--- config.mk ---
export PLATFORM = sky130hd
export DESIGN_NAME = array_list_insert_find_delete_flat
export DESIGN_NICKNAME = d
export VERILOG_FILES = /design/src/rtl/alifd_pkg.sv /design/src/rtl/alifd_req_if.sv /design/src/rtl/alifd_rsp_if.sv /design/src/rtl/alifd_ram.sv /design/src/rtl/array_list_insert_find_delete.sv /design/src/flat_wrapper.sv
export SDC_FILE = /design/constraint.sdc
export NUM_CORES = 2
export LEC_CHECK = 0
export BUFFER_PORTS_ARGS = -buffer_cell sky130_fd_sc_hd__buf_2
export CAP_MARGIN = 5
export CELL_PAD_IN_SITES_DETAIL_PLACEMENT = 2
export CELL_PAD_IN_SITES_GLOBAL_PLACEMENT = 2
export CORE_MARGIN = 4
export CORE_UTILIZATION = 46
export CTS_CLUSTER_SIZE = 25
export DETAILED_ROUTE_END_ITERATION = 8
export HOLD_SLACK_MARGIN = 0.08
export PLACE_DENSITY = 0.8
export SLEW_MARGIN = 5
export SYNTH_ARGS = -nofsm -noshare
export SYNTH_HDL_FRONTEND = slang
export SYNTH_HIERARCHICAL = 1
export SYNTH_SLANG_ARGS = --single-unit
--- constraint.sdc ---
create_clock -name clk -period 4.9 [get_ports clk]
set_input_delay 0.98 -clock clk [delete_from_list [all_inputs] [get_ports clk]]
set_output_delay 0.98 -clock clk [all_outputs]
set_load 0.02 [all_outputs]
--- src/rtl/alifd_pkg.sv ---
// ----------------------------------------------------------------------------
// alifd_pkg: shared types and codes for the array list block
// Operation kinds, result status codes and the fixed widths of the transfer
// payloads.
// ----------------------------------------------------------------------------
package alifd_pkg;

	// payload field widths
	localparam int unsigned KindW   = 2;
	localparam int unsigned PosW    = 7;
	localparam int unsigned WordW   = 32;
	localparam int unsigned StatusW = 2;
	localparam int unsigned IdxW    = 6;
	localparam int unsigned CountW  = 7;

	typedef logic [KindW-1:0]   kind_t;
	typedef logic [StatusW-1:0] status_t;
	typedef logic [PosW-1:0]    pos_t;
	typedef logic [IdxW-1:0]    idx_t;
	typedef logic [CountW-1:0]  cnt_t;

	// operation kinds
	localparam kind_t KIND_INSERT = 2'd0;
	localparam kind_t KIND_READ   = 2'd1;
	localparam kind_t KIND_FIND   = 2'd2;
	localparam kind_t KIND_DELETE = 2'd3;

	// result status codes
	localparam status_t ST_OK        = 2'd0;
	localparam status_t ST_NOT_FOUND = 2'd1;
	localparam status_t ST_BAD_POS   = 2'd2;
	localparam status_t ST_FULL      = 2'd3;

endpackage

--- src/rtl/alifd_req_if.sv ---
// ----------------------------------------------------------------------------
// alifd_req_if: operation request channel
// Valid/ready channel carrying one list operation per transfer.
// ----------------------------------------------------------------------------
interface alifd_req_if;
	logic                  valid;
	logic                  ready;
	alifd_pkg::kind_t      kind;
	alifd_pkg::pos_t       position;
	logic signed [31:0]    value;

	modport source (output valid, output kind, output position, output value, input ready);
	modport sink (input valid, input kind, input position, input value, output ready);
endinterface

--- src/rtl/alifd_rsp_if.sv ---
// ----------------------------------------------------------------------------
// alifd_rsp_if: operation result channel
// Valid/ready channel carrying one result per operation.
// ----------------------------------------------------------------------------
interface alifd_rsp_if;
	logic                  valid;
	logic                  ready;
	alifd_pkg::status_t    status;
	logic signed [31:0]    read_value;
	alifd_pkg::idx_t       found_index;
	alifd_pkg::cnt_t       entry_count;

	modport source (output valid, output status, output read_value, output found_index,
		output entry_count, input ready);
	modport sink (input valid, input status, input read_value, input found_index,
		input entry_count, output ready);
endinterface

--- src/rtl/alifd_ram.sv ---
// ----------------------------------------------------------------------------
// alifd_ram: generic single-write, single-read memory
// One write port and one read port, read data registered. No reset on data.
// ----------------------------------------------------------------------------
module alifd_ram #(
	parameter int unsigned WIDTH = 32,
	parameter int unsigned DEPTH = 64
) (
	input  logic                     clk,
	input  logic                     we,
	input  logic [$clog2(DEPTH)-1:0] waddr,
	input  logic [WIDTH-1:0]         wdata,
	input  logic                     re,
	input  logic [$clog2(DEPTH)-1:0] raddr,
	output logic [WIDTH-1:0]         rdata
);

	logic [WIDTH-1:0] mem_q [DEPTH];

	// write port
	always_ff @(posedge clk) begin
		if (we) begin
			mem_q[waddr] <= wdata;
		end
	end

	// registered read port
	always_ff @(posedge clk) begin
		if (re) begin
			rdata <= mem_q[raddr];
		end
	end

endmodule

--- src/rtl/array_list_insert_find_delete.sv ---
// ----------------------------------------------------------------------------
// array_list_insert_find_delete: dense list of signed words with a count
// Insert at position, read at position, find last match, delete first match.
// ----------------------------------------------------------------------------
// Usage
//   req: one operation per transfer (kind, position, value). The block takes a
//   request only when its sequencer is idle; a transfer starts a walk through
//   the list memory with one read port and one write port.
//   rsp: one result per request (status, read_value, found_index, entry_count),
//   held in an output register until the receiver takes it.
// Operation steps:
//   read fetches one entry; insert shifts the entries from its position up,
//   or only stores the word for an append; find scans down from the last
//   entry; delete scans up from the first, then shifts later entries down.
//   One entry is moved or compared per cycle through the single read port.
// A new request is taken as soon as the sequencer is idle, even while a result
// waits in the output register; a finished operation then waits until that
// register is free, so a stalled receiver stops the block with one result
// offered and one more finished operation held.
// Reset clears the count, the sequencer and the output register at once; the
// list memory is not cleared, only entries below the count are ever read.
// ----------------------------------------------------------------------------
module array_list_insert_find_delete #(
	parameter int unsigned DEPTH = 64
) (
	input  logic          clk,
	input  logic          arst_n,
	alifd_req_if.sink     req,
	alifd_rsp_if.source   rsp
);

	localparam int unsigned AW = $clog2(DEPTH);
	localparam int unsigned CW = $clog2(DEPTH + 1);
	localparam int unsigned MW = (CW > alifd_pkg::PosW) ? CW : alifd_pkg::PosW;

	// sequencer states
	localparam logic [2:0] S_IDLE  = 3'd0;
	localparam logic [2:0] S_CHECK = 3'd1;
	localparam logic [2:0] S_RDW   = 3'd2;
	localparam logic [2:0] S_SCAN  = 3'd3;
	localparam logic [2:0] S_SHUP  = 3'd4;
	localparam logic [2:0] S_SHDN  = 3'd5;
	localparam logic [2:0] S_PUT   = 3'd6;
	localparam logic [2:0] S_DONE  = 3'd7;

	logic [2:0]                state_q;
	logic [CW-1:0]             count_q;
	logic [AW-1:0]             a_q;
	logic [CW-1:0]             n_q;
	logic                      rv_q;
	logic [AW-1:0]             ra_q;

	alifd_pkg::kind_t          kind_q;
	alifd_pkg::pos_t           pos_q;
	logic [31:0]               val_q;
	alifd_pkg::status_t        status_q;
	logic [31:0]               rd_q;
	logic [AW-1:0]             idx_q;

	logic                      ovalid_q;
	alifd_pkg::status_t        ostatus_q;
	logic [31:0]               ordval_q;
	alifd_pkg::idx_t           oidx_q;
	alifd_pkg::cnt_t           ocount_q;

	logic                      ram_we;
	logic [AW-1:0]             ram_waddr;
	logic [31:0]               ram_wdata;
	logic                      ram_re;
	logic [AW-1:0]             ram_raddr;
	logic [31:0]               ram_rdata;

	logic                      hit;
	logic                      walk;
	logic                      out_free;
	logic                      pos_gt_count;
	logic                      pos_ge_count;
	logic                      last_entry;

	// list store
	alifd_ram #(
		.WIDTH(32),
		.DEPTH(DEPTH)
	) u_ram (
		.clk  (clk),
		.we   (ram_we),
		.waddr(ram_waddr),
		.wdata(ram_wdata),
		.re   (ram_re),
		.raddr(ram_raddr),
		.rdata(ram_rdata)
	);

	// shared compare and position checks
	assign hit          = rv_q && (ram_rdata == val_q);
	assign pos_gt_count = MW'(pos_q) > MW'(count_q);
	assign pos_ge_count = MW'(pos_q) >= MW'(count_q);
	assign last_entry   = (CW'(ra_q) + CW'(1)) == count_q;
	assign walk         = (state_q == S_SCAN) || (state_q == S_SHUP) || (state_q == S_SHDN);
	assign out_free     = !ovalid_q || rsp.ready;

	// memory read: the position for a read, otherwise the walking address
	always_comb begin
		ram_raddr = a_q;
		ram_re    = 1'b0;
		if (state_q == S_CHECK) begin
			ram_raddr = AW'(pos_q);
			ram_re    = (kind_q == alifd_pkg::KIND_READ) && !pos_ge_count;
		end else if (walk) begin
			ram_re = (n_q != '0) && !((state_q == S_SCAN) && hit);
		end
	end

	// memory write: shifted entry one place up or down, or the new word
	always_comb begin
		ram_we    = 1'b0;
		ram_waddr = ra_q + AW'(1);
		ram_wdata = ram_rdata;
		case (state_q)
			S_SHUP: begin
				ram_we = rv_q;
			end
			S_SHDN: begin
				ram_we    = rv_q;
				ram_waddr = ra_q - AW'(1);
			end
			S_PUT: begin
				ram_we    = 1'b1;
				ram_waddr = AW'(pos_q);
				ram_wdata = val_q;
			end
			default: begin
				ram_we = 1'b0;
			end
		endcase
	end

	// sequencer
	always_ff @(posedge clk or negedge arst_n) begin
		if (!arst_n) begin
			state_q <= S_IDLE;
			count_q <= '0;
			n_q     <= '0;
			rv_q    <= 1'b0;
		end else begin
			rv_q <= ram_re;
			if (ram_re && walk) begin
				n_q <= n_q - CW'(1);
			end
			case (state_q)
				S_IDLE: begin
					if (req.valid) begin
						state_q <= S_CHECK;
					end
				end
				S_CHECK: begin
					state_q <= S_DONE;
					case (kind_q)
						alifd_pkg::KIND_INSERT: begin
							if (count_q != CW'(DEPTH) && !pos_gt_count) begin
								n_q     <= count_q - CW'(pos_q);
								state_q <= pos_ge_count ? S_PUT : S_SHUP;
							end
						end
						alifd_pkg::KIND_READ: begin
							if (!pos_ge_count) begin
								state_q <= S_RDW;
							end
						end
						default: begin
							if (count_q != '0) begin
								n_q     <= count_q;
								state_q <= S_SCAN;
							end
						end
					endcase
				end
				S_RDW: begin
					state_q <= S_DONE;
				end
				S_SCAN: begin
					if (hit) begin
						if (kind_q == alifd_pkg::KIND_FIND) begin
							state_q <= S_DONE;
						end else if (last_entry) begin
							count_q <= count_q - CW'(1);
							state_q <= S_DONE;
						end else begin
							n_q     <= count_q - CW'(ra_q) - CW'(1);
							state_q <= S_SHDN;
						end
					end else if (rv_q && n_q == '0) begin
						state_q <= S_DONE;
					end
				end
				S_SHUP: begin
					if (rv_q && n_q == '0) begin
						state_q <= S_PUT;
					end
				end
				S_SHDN: begin
					if (rv_q && n_q == '0) begin
						count_q <= count_q - CW'(1);
						state_q <= S_DONE;
					end
				end
				S_PUT: begin
					count_q <= count_q + CW'(1);
					state_q <= S_DONE;
				end
				S_DONE: begin
					if (out_free) begin
						state_q <= S_IDLE;
					end
				end
				default: begin
					state_q <= S_IDLE;
				end
			endcase
		end
	end

	// operation registers and walking address
	always_ff @(posedge clk) begin
		ra_q <= ram_raddr;
		if (ram_re && walk) begin
			if (state_q == S_SHDN || (state_q == S_SCAN && kind_q == alifd_pkg::KIND_DELETE)) begin
				a_q <= a_q + AW'(1);
			end else begin
				a_q <= a_q - AW'(1);
			end
		end
		case (state_q)
			S_IDLE: begin
				kind_q   <= req.kind;
				pos_q    <= req.position;
				val_q    <= req.value;
				status_q <= alifd_pkg::ST_OK;
				rd_q     <= '0;
				idx_q    <= '0;
			end
			S_CHECK: begin
				case (kind_q)
					alifd_pkg::KIND_INSERT: begin
						a_q <= AW'(count_q - CW'(1));
						if (count_q == CW'(DEPTH)) begin
							status_q <= alifd_pkg::ST_FULL;
						end else if (pos_gt_count) begin
							status_q <= alifd_pkg::ST_BAD_POS;
						end
					end
					alifd_pkg::KIND_READ: begin
						if (pos_ge_count) begin
							status_q <= alifd_pkg::ST_BAD_POS;
						end
					end
					alifd_pkg::KIND_FIND: begin
						a_q <= AW'(count_q - CW'(1));
						if (count_q == '0) begin
							status_q <= alifd_pkg::ST_NOT_FOUND;
						end
					end
					default: begin
						a_q <= '0;
						if (count_q == '0) begin
							status_q <= alifd_pkg::ST_NOT_FOUND;
						end
					end
				endcase
			end
			S_RDW: begin
				rd_q <= ram_rdata;
			end
			S_SCAN: begin
				if (hit) begin
					idx_q <= ra_q;
					a_q   <= ra_q + AW'(1);
				end else if (rv_q && n_q == '0) begin
					status_q <= alifd_pkg::ST_NOT_FOUND;
				end
			end
			default: begin
				rd_q <= rd_q;
			end
		endcase
	end

	// output register: valid flag
	always_ff @(posedge clk or negedge arst_n) begin
		if (!arst_n) begin
			ovalid_q <= 1'b0;
		end else if (state_q == S_DONE && out_free) begin
			ovalid_q <= 1'b1;
		end else if (rsp.ready) begin
			ovalid_q <= 1'b0;
		end
	end

	// output register: payload
	always_ff @(posedge clk) begin
		if (state_q == S_DONE && out_free) begin
			ostatus_q <= status_q;
			ordval_q  <= rd_q;
			oidx_q    <= alifd_pkg::IdxW'(idx_q);
			ocount_q  <= alifd_pkg::CountW'(count_q);
		end
	end

	assign req.ready       = (state_q == S_IDLE);
	assign rsp.valid       = ovalid_q;
	assign rsp.status      = ostatus_q;
	assign rsp.read_value  = ordval_q;
	assign rsp.found_index = oidx_q;
	assign rsp.entry_count = ocount_q;

`ifndef SYNTHESIS
	// count never passes the list depth
	a_count_range: assert property (@(posedge clk) disable iff (!arst_n)
		count_q <= CW'(DEPTH))
		else $error("count beyond depth");

	// a shift never reads and writes the same entry in one cycle
	a_no_rw_clash: assert property (@(posedge clk) disable iff (!arst_n)
		(ram_we && ram_re) |-> (ram_waddr != ram_raddr))
		else $error("read and write to the same entry");

	// storing the new word grows the list by one
	a_put_grows: assert property (@(posedge clk) disable iff (!arst_n)
		(state_q == S_PUT) |=> (count_q == $past(count_q) + CW'(1)))
		else $error("insert did not grow the list");

	// a finished result waits while the output register is still occupied
	a_done_waits: assert property (@(posedge clk) disable iff (!arst_n)
		(state_q == S_DONE && ovalid_q && !rsp.ready) |=> (state_q == S_DONE && ovalid_q))
		else $error("result dropped while receiver stalled");
`endif

endmodule

--- src/flat_wrapper.sv ---
// flat-port wrapper written by rule: the top's interface ports become plain ports
module array_list_insert_find_delete_flat 
#(
	parameter int unsigned DEPTH = 64
)
  (clk, arst_n, req_valid, req_kind, req_position, req_value, req_ready, rsp_valid, rsp_status, rsp_read_value, rsp_found_index, rsp_entry_count, rsp_ready);
  alifd_req_if req_i ();
  alifd_rsp_if rsp_i ();
  input  logic clk;
  input  logic arst_n;
  input wire logic [$bits(req_i.valid)-1:0] req_valid;
  input wire logic [$bits(req_i.kind)-1:0] req_kind;
  input wire logic [$bits(req_i.position)-1:0] req_position;
  input wire logic [$bits(req_i.value)-1:0] req_value;
  output wire logic [$bits(req_i.ready)-1:0] req_ready;
  output wire logic [$bits(rsp_i.valid)-1:0] rsp_valid;
  output wire logic [$bits(rsp_i.status)-1:0] rsp_status;
  output wire logic [$bits(rsp_i.read_value)-1:0] rsp_read_value;
  output wire logic [$bits(rsp_i.found_index)-1:0] rsp_found_index;
  output wire logic [$bits(rsp_i.entry_count)-1:0] rsp_entry_count;
  input wire logic [$bits(rsp_i.ready)-1:0] rsp_ready;
  assign req_i.valid = req_valid;
  assign req_i.kind = req_kind;
  assign req_i.position = req_position;
  assign req_i.value = req_value;
  assign req_ready = req_i.ready;
  assign rsp_valid = rsp_i.valid;
  assign rsp_status = rsp_i.status;
  assign rsp_read_value = rsp_i.read_value;
  assign rsp_found_index = rsp_i.found_index;
  assign rsp_entry_count = rsp_i.entry_count;
  assign rsp_i.ready = rsp_ready;
  array_list_insert_find_delete #(.DEPTH(DEPTH)) u_core (.clk(clk), .arst_n(arst_n), .req(req_i), .rsp(rsp_i));
endmodule
==> impl_metrics.toml <==
[worst_setup_path]
start_kind = "flop"
crit_required_ps = 5490
arrival_ps = 5510
end_kind = "flop"
path_cells = "nor2_1 > nand2_1 > buf_4 > o21ai_4 > buf_12 > mux4_2 > mux4_2 > o22ai_1 > nor2_1"
cp_slowest_cell = "o21ai_4"
critPathKind = "reg -> reg"
path_max_fanout = 117
critPathMaxStageDelay_ps = 660

[synth]
synth_cell_type_count = 79
yosys-top-cells-count = "edfxtp_1 (2208), mux4_2 (544), nor2_1 (175)"
synthArstFlopShare_pct = 0.849
yosysWarnings = 6
synth.avg_cell_area_um2 = 21.4
ys_top_cells_by_area = "edfxtp_1 (76%), mux4_2 (14%), mux2i_1 (1.1%), nor2_1 (0.76%), o22ai_1 (0.68%)"
netlist_instances = 4066
synth_area_um2 = 86900
yosysTopAreaCell = "edfxtp_1"
synth_edf_count = 2208
synth_nets = 4136
synthFlopType = "edfxtp_1"
synth.most_common_cell = "edfxtp_1"
synth_seq_cells = 2239
seq_area_frac_synth_pct = 77.1
synth_top_area_share_pct = 76.3

[floorplan]
io_pins = 94
row_count = 159
die_y_um = 443
dieWidth_um = 443
start_util_pct = 46.3
placeableCoreArea_um2 = 188000
die_area_um2 = 196000

[detailed_routing]
ant_nets = 0
drc = 0
viasPerCell = 7.17
first_pass_iters = 6
num_vias = 51112
drtIter0Drc = 9565
wl_per_cell_um = 49.8
routed_wl_um = 355000

[grt]
overflow = 0
grt_pass1_vias = 51218
grt_pass1_wl_um = 482000
antenna_found_initial = 38
grt_max_degree = 118
grt_usage_pct = 35.9

[job]
maxCapViolations = 0

[place]
gp_congestion = 0.864
post-dp-hpwl_um = 203000
io_buffers = 93
dpl_cell_area_um2 = 92700

[cells_and_area]
layout-drive-gt1-share_pct = 28.9
area_delta_synth_final_pct = 15.3
post-route-util_pct = 53.4
nets = 4499
final_area_um2 = 100000
nFillCells = 15845

[timing]
fin_crit_ps = 4920
hold_violations = 0
clock_skew_ps = 53.4
tightestPinTransition_ps = 1410
setup_viol = 2
rsz0062_at_grt = "no"
clock.fmax_mhz = 203
min_period_over_period_pct = 100
slew_headroom_pct = 5.77
drv_slew = 0
tns_ps = -24.1
fin_ws_ps = -16.4

[outcome]
violations = "negative setup slack"
outcome = "finished with violations"

[power]
cellPowerDensity_nw_per_um2 = 776
p_leak_nw = 31.8
power_w = 0.0777
vdd_drop_max_mv = 0.675

[clock_tree]
cts_sinks = 2239
cts_tree = "done"
cts_buffers = 226
cts-root-buf = "clkbuf_16"
clkTransAtPathRegs_ps = 70
clock_latency_ps = 890
cts.path.max_buffers = 3
htree_levels = 4

[hold_path]
min-delay-path-class = "in -> reg"
==> state kept, by name, summed over array words and instances, names as in the netlist <==
name / cells
u_core/a_q: 6
u_core/count_q: 7
u_core/idx_q: 6
u_core/kind_q: 2
u_core/n_q: 7
u_core/pos_q: 7
u_core/ra_q: 6
u_core/rd_q: 32
u_core/rsp.entry_count: 7
u_core/rsp.found_index: 6
u_core/rsp.read_value: 32
u_core/rsp.status: 2
u_core/rsp.valid: 1
u_core/rv_q: 1
u_core/state_q: 3
u_core/status_q: 2
u_core/u_ram/mem_q: 2048
u_core/u_ram/rdata: 32
u_core/val_q: 32
==> placed cells by master, fill, tap and decap left out, drive strengths merged, types with 6 or more instances in the layout <==
master,instances
o32ai,6
nand2,153
nor3,18
nand2b,15
and2,6
mux4,544
buf,350
xnor2,34
dfrtp,19
edfxtp,2208
o22ai,95
dfxtp,12
o221ai,32
clkbuf,287
nand3b,7
a21oi,94
a21o,9
ha,22
bufinv,15
a22oi,14
xor2,28
clkinv,102
or3,9
nand3,19
nand4,14
nor2,176
clkinvlp,6
o21ai,41
a31oi,8
and3,43
diode,14
a311oi,8
a221oi,7
mux2i,95
inv,38
nor4,9
nor2b,19
==> cells by family (layout without fill, tap and decap cells) <==
logic type               Yosys count  after routing  synth area share, %
AND/OR/NAND/NOR                  509            509                 2.78
buffers and inverters            250            799                 1.34
XOR/XNOR                          64             64                0.677
other                              0             14                    0
flip-flops                      2239           2239                 77.1
adder cells (fa/ha/maj)           25             25                0.386
multiplexers                     639            639                 15.2
AO/OA/AOI/OAI                    340            340                 2.53
==> cell type report <==
type,count,area (µm²),share of cell area [%]
antenna,14,35.0,0.0350
clock buffer,286,5990,5.97
clock inverter,128,1040,1.03
inverter,33,124,0.124
multi-input combinational,1577,19500,19.5
sequential,2239,67000,66.9
tap,2495,3120,3.11
timing repair buffer,352,3410,3.40
==> where the power goes <==
part / switching, W / internal, W / leakage, nW
clock: 0.00818 / 0.00940 / 3.43
sequential: 0.00135 / 0.0263 / 20.2
combinational: 0.0223 / 0.0101 / 8.12
total: 0.0319 / 0.0459 / 31.8
==> final timing paths <==
kind | slack, ps | from | cells past startpoint | end
max | -20 | u_core/state_q[2] | 9 | u_core/u_ram/rdata[29]
min | 280 | req_position[2] | 1 | u_core/pos_q[2]
max reg2reg | -20 | u_core/state_q[2] | 9 | u_core/u_ram/rdata[29]
min reg2reg | 430 | u_core/idx_q[1] | 0 | u_core/rsp.found_index[1]
max in group asynchronous | 3780 | arst_n | 2 | u_core/state_q[2]
min in group asynchronous | 660 | arst_n | 2 | u_core/n_q[5]
==> stage by stage <==
step           hold WS, ps  std cells  worst slack, ps
6_report               279       7124            -16.4
4_1_cts                211       7105             34.6
5_1_grt                251       7110             4.22
3_5_place_dp           407       6673             -289
2_1_floorplan          400       4066             64.8
3_3_place_gp           405       6670              136
==> repair_timing <==
action | 4_1_cts | 5_1_grt
endpoints found under the setup margin | 924 | 247
hold buffers | 1 | 0
resized for setup | 19 | 9
cloned | 0 | 0
endpoints found under the hold margin | 17 | 0
buffers inserted | 17 | 1
pin swaps | 12 | 1
==> routing by layer <==
metal | vias to the layer above | part of all wire [%] | track usage [%]
met5 | - | 0.046 | 0
met4 | 20 | 6.0 | 18.0
met3 | 1060 | 12 | 8.53
met2 | 4707 | 46 | 54.6
met1 | 27594 | 36 | 48.8
li1 | 17731 | - | -
==> critical path: cells and delay by family (launching register included) <==
kind | cells | cell delay (ps)
AOI/OAI and AO/OA | 2 | 1320
buffers and inverters | 2 | 710
DFF | 1 | 550
and+or+nand+nor | 3 | 510
muxes | 2 | 1050
Note: power is estimated with default switching activity, not from simulation.
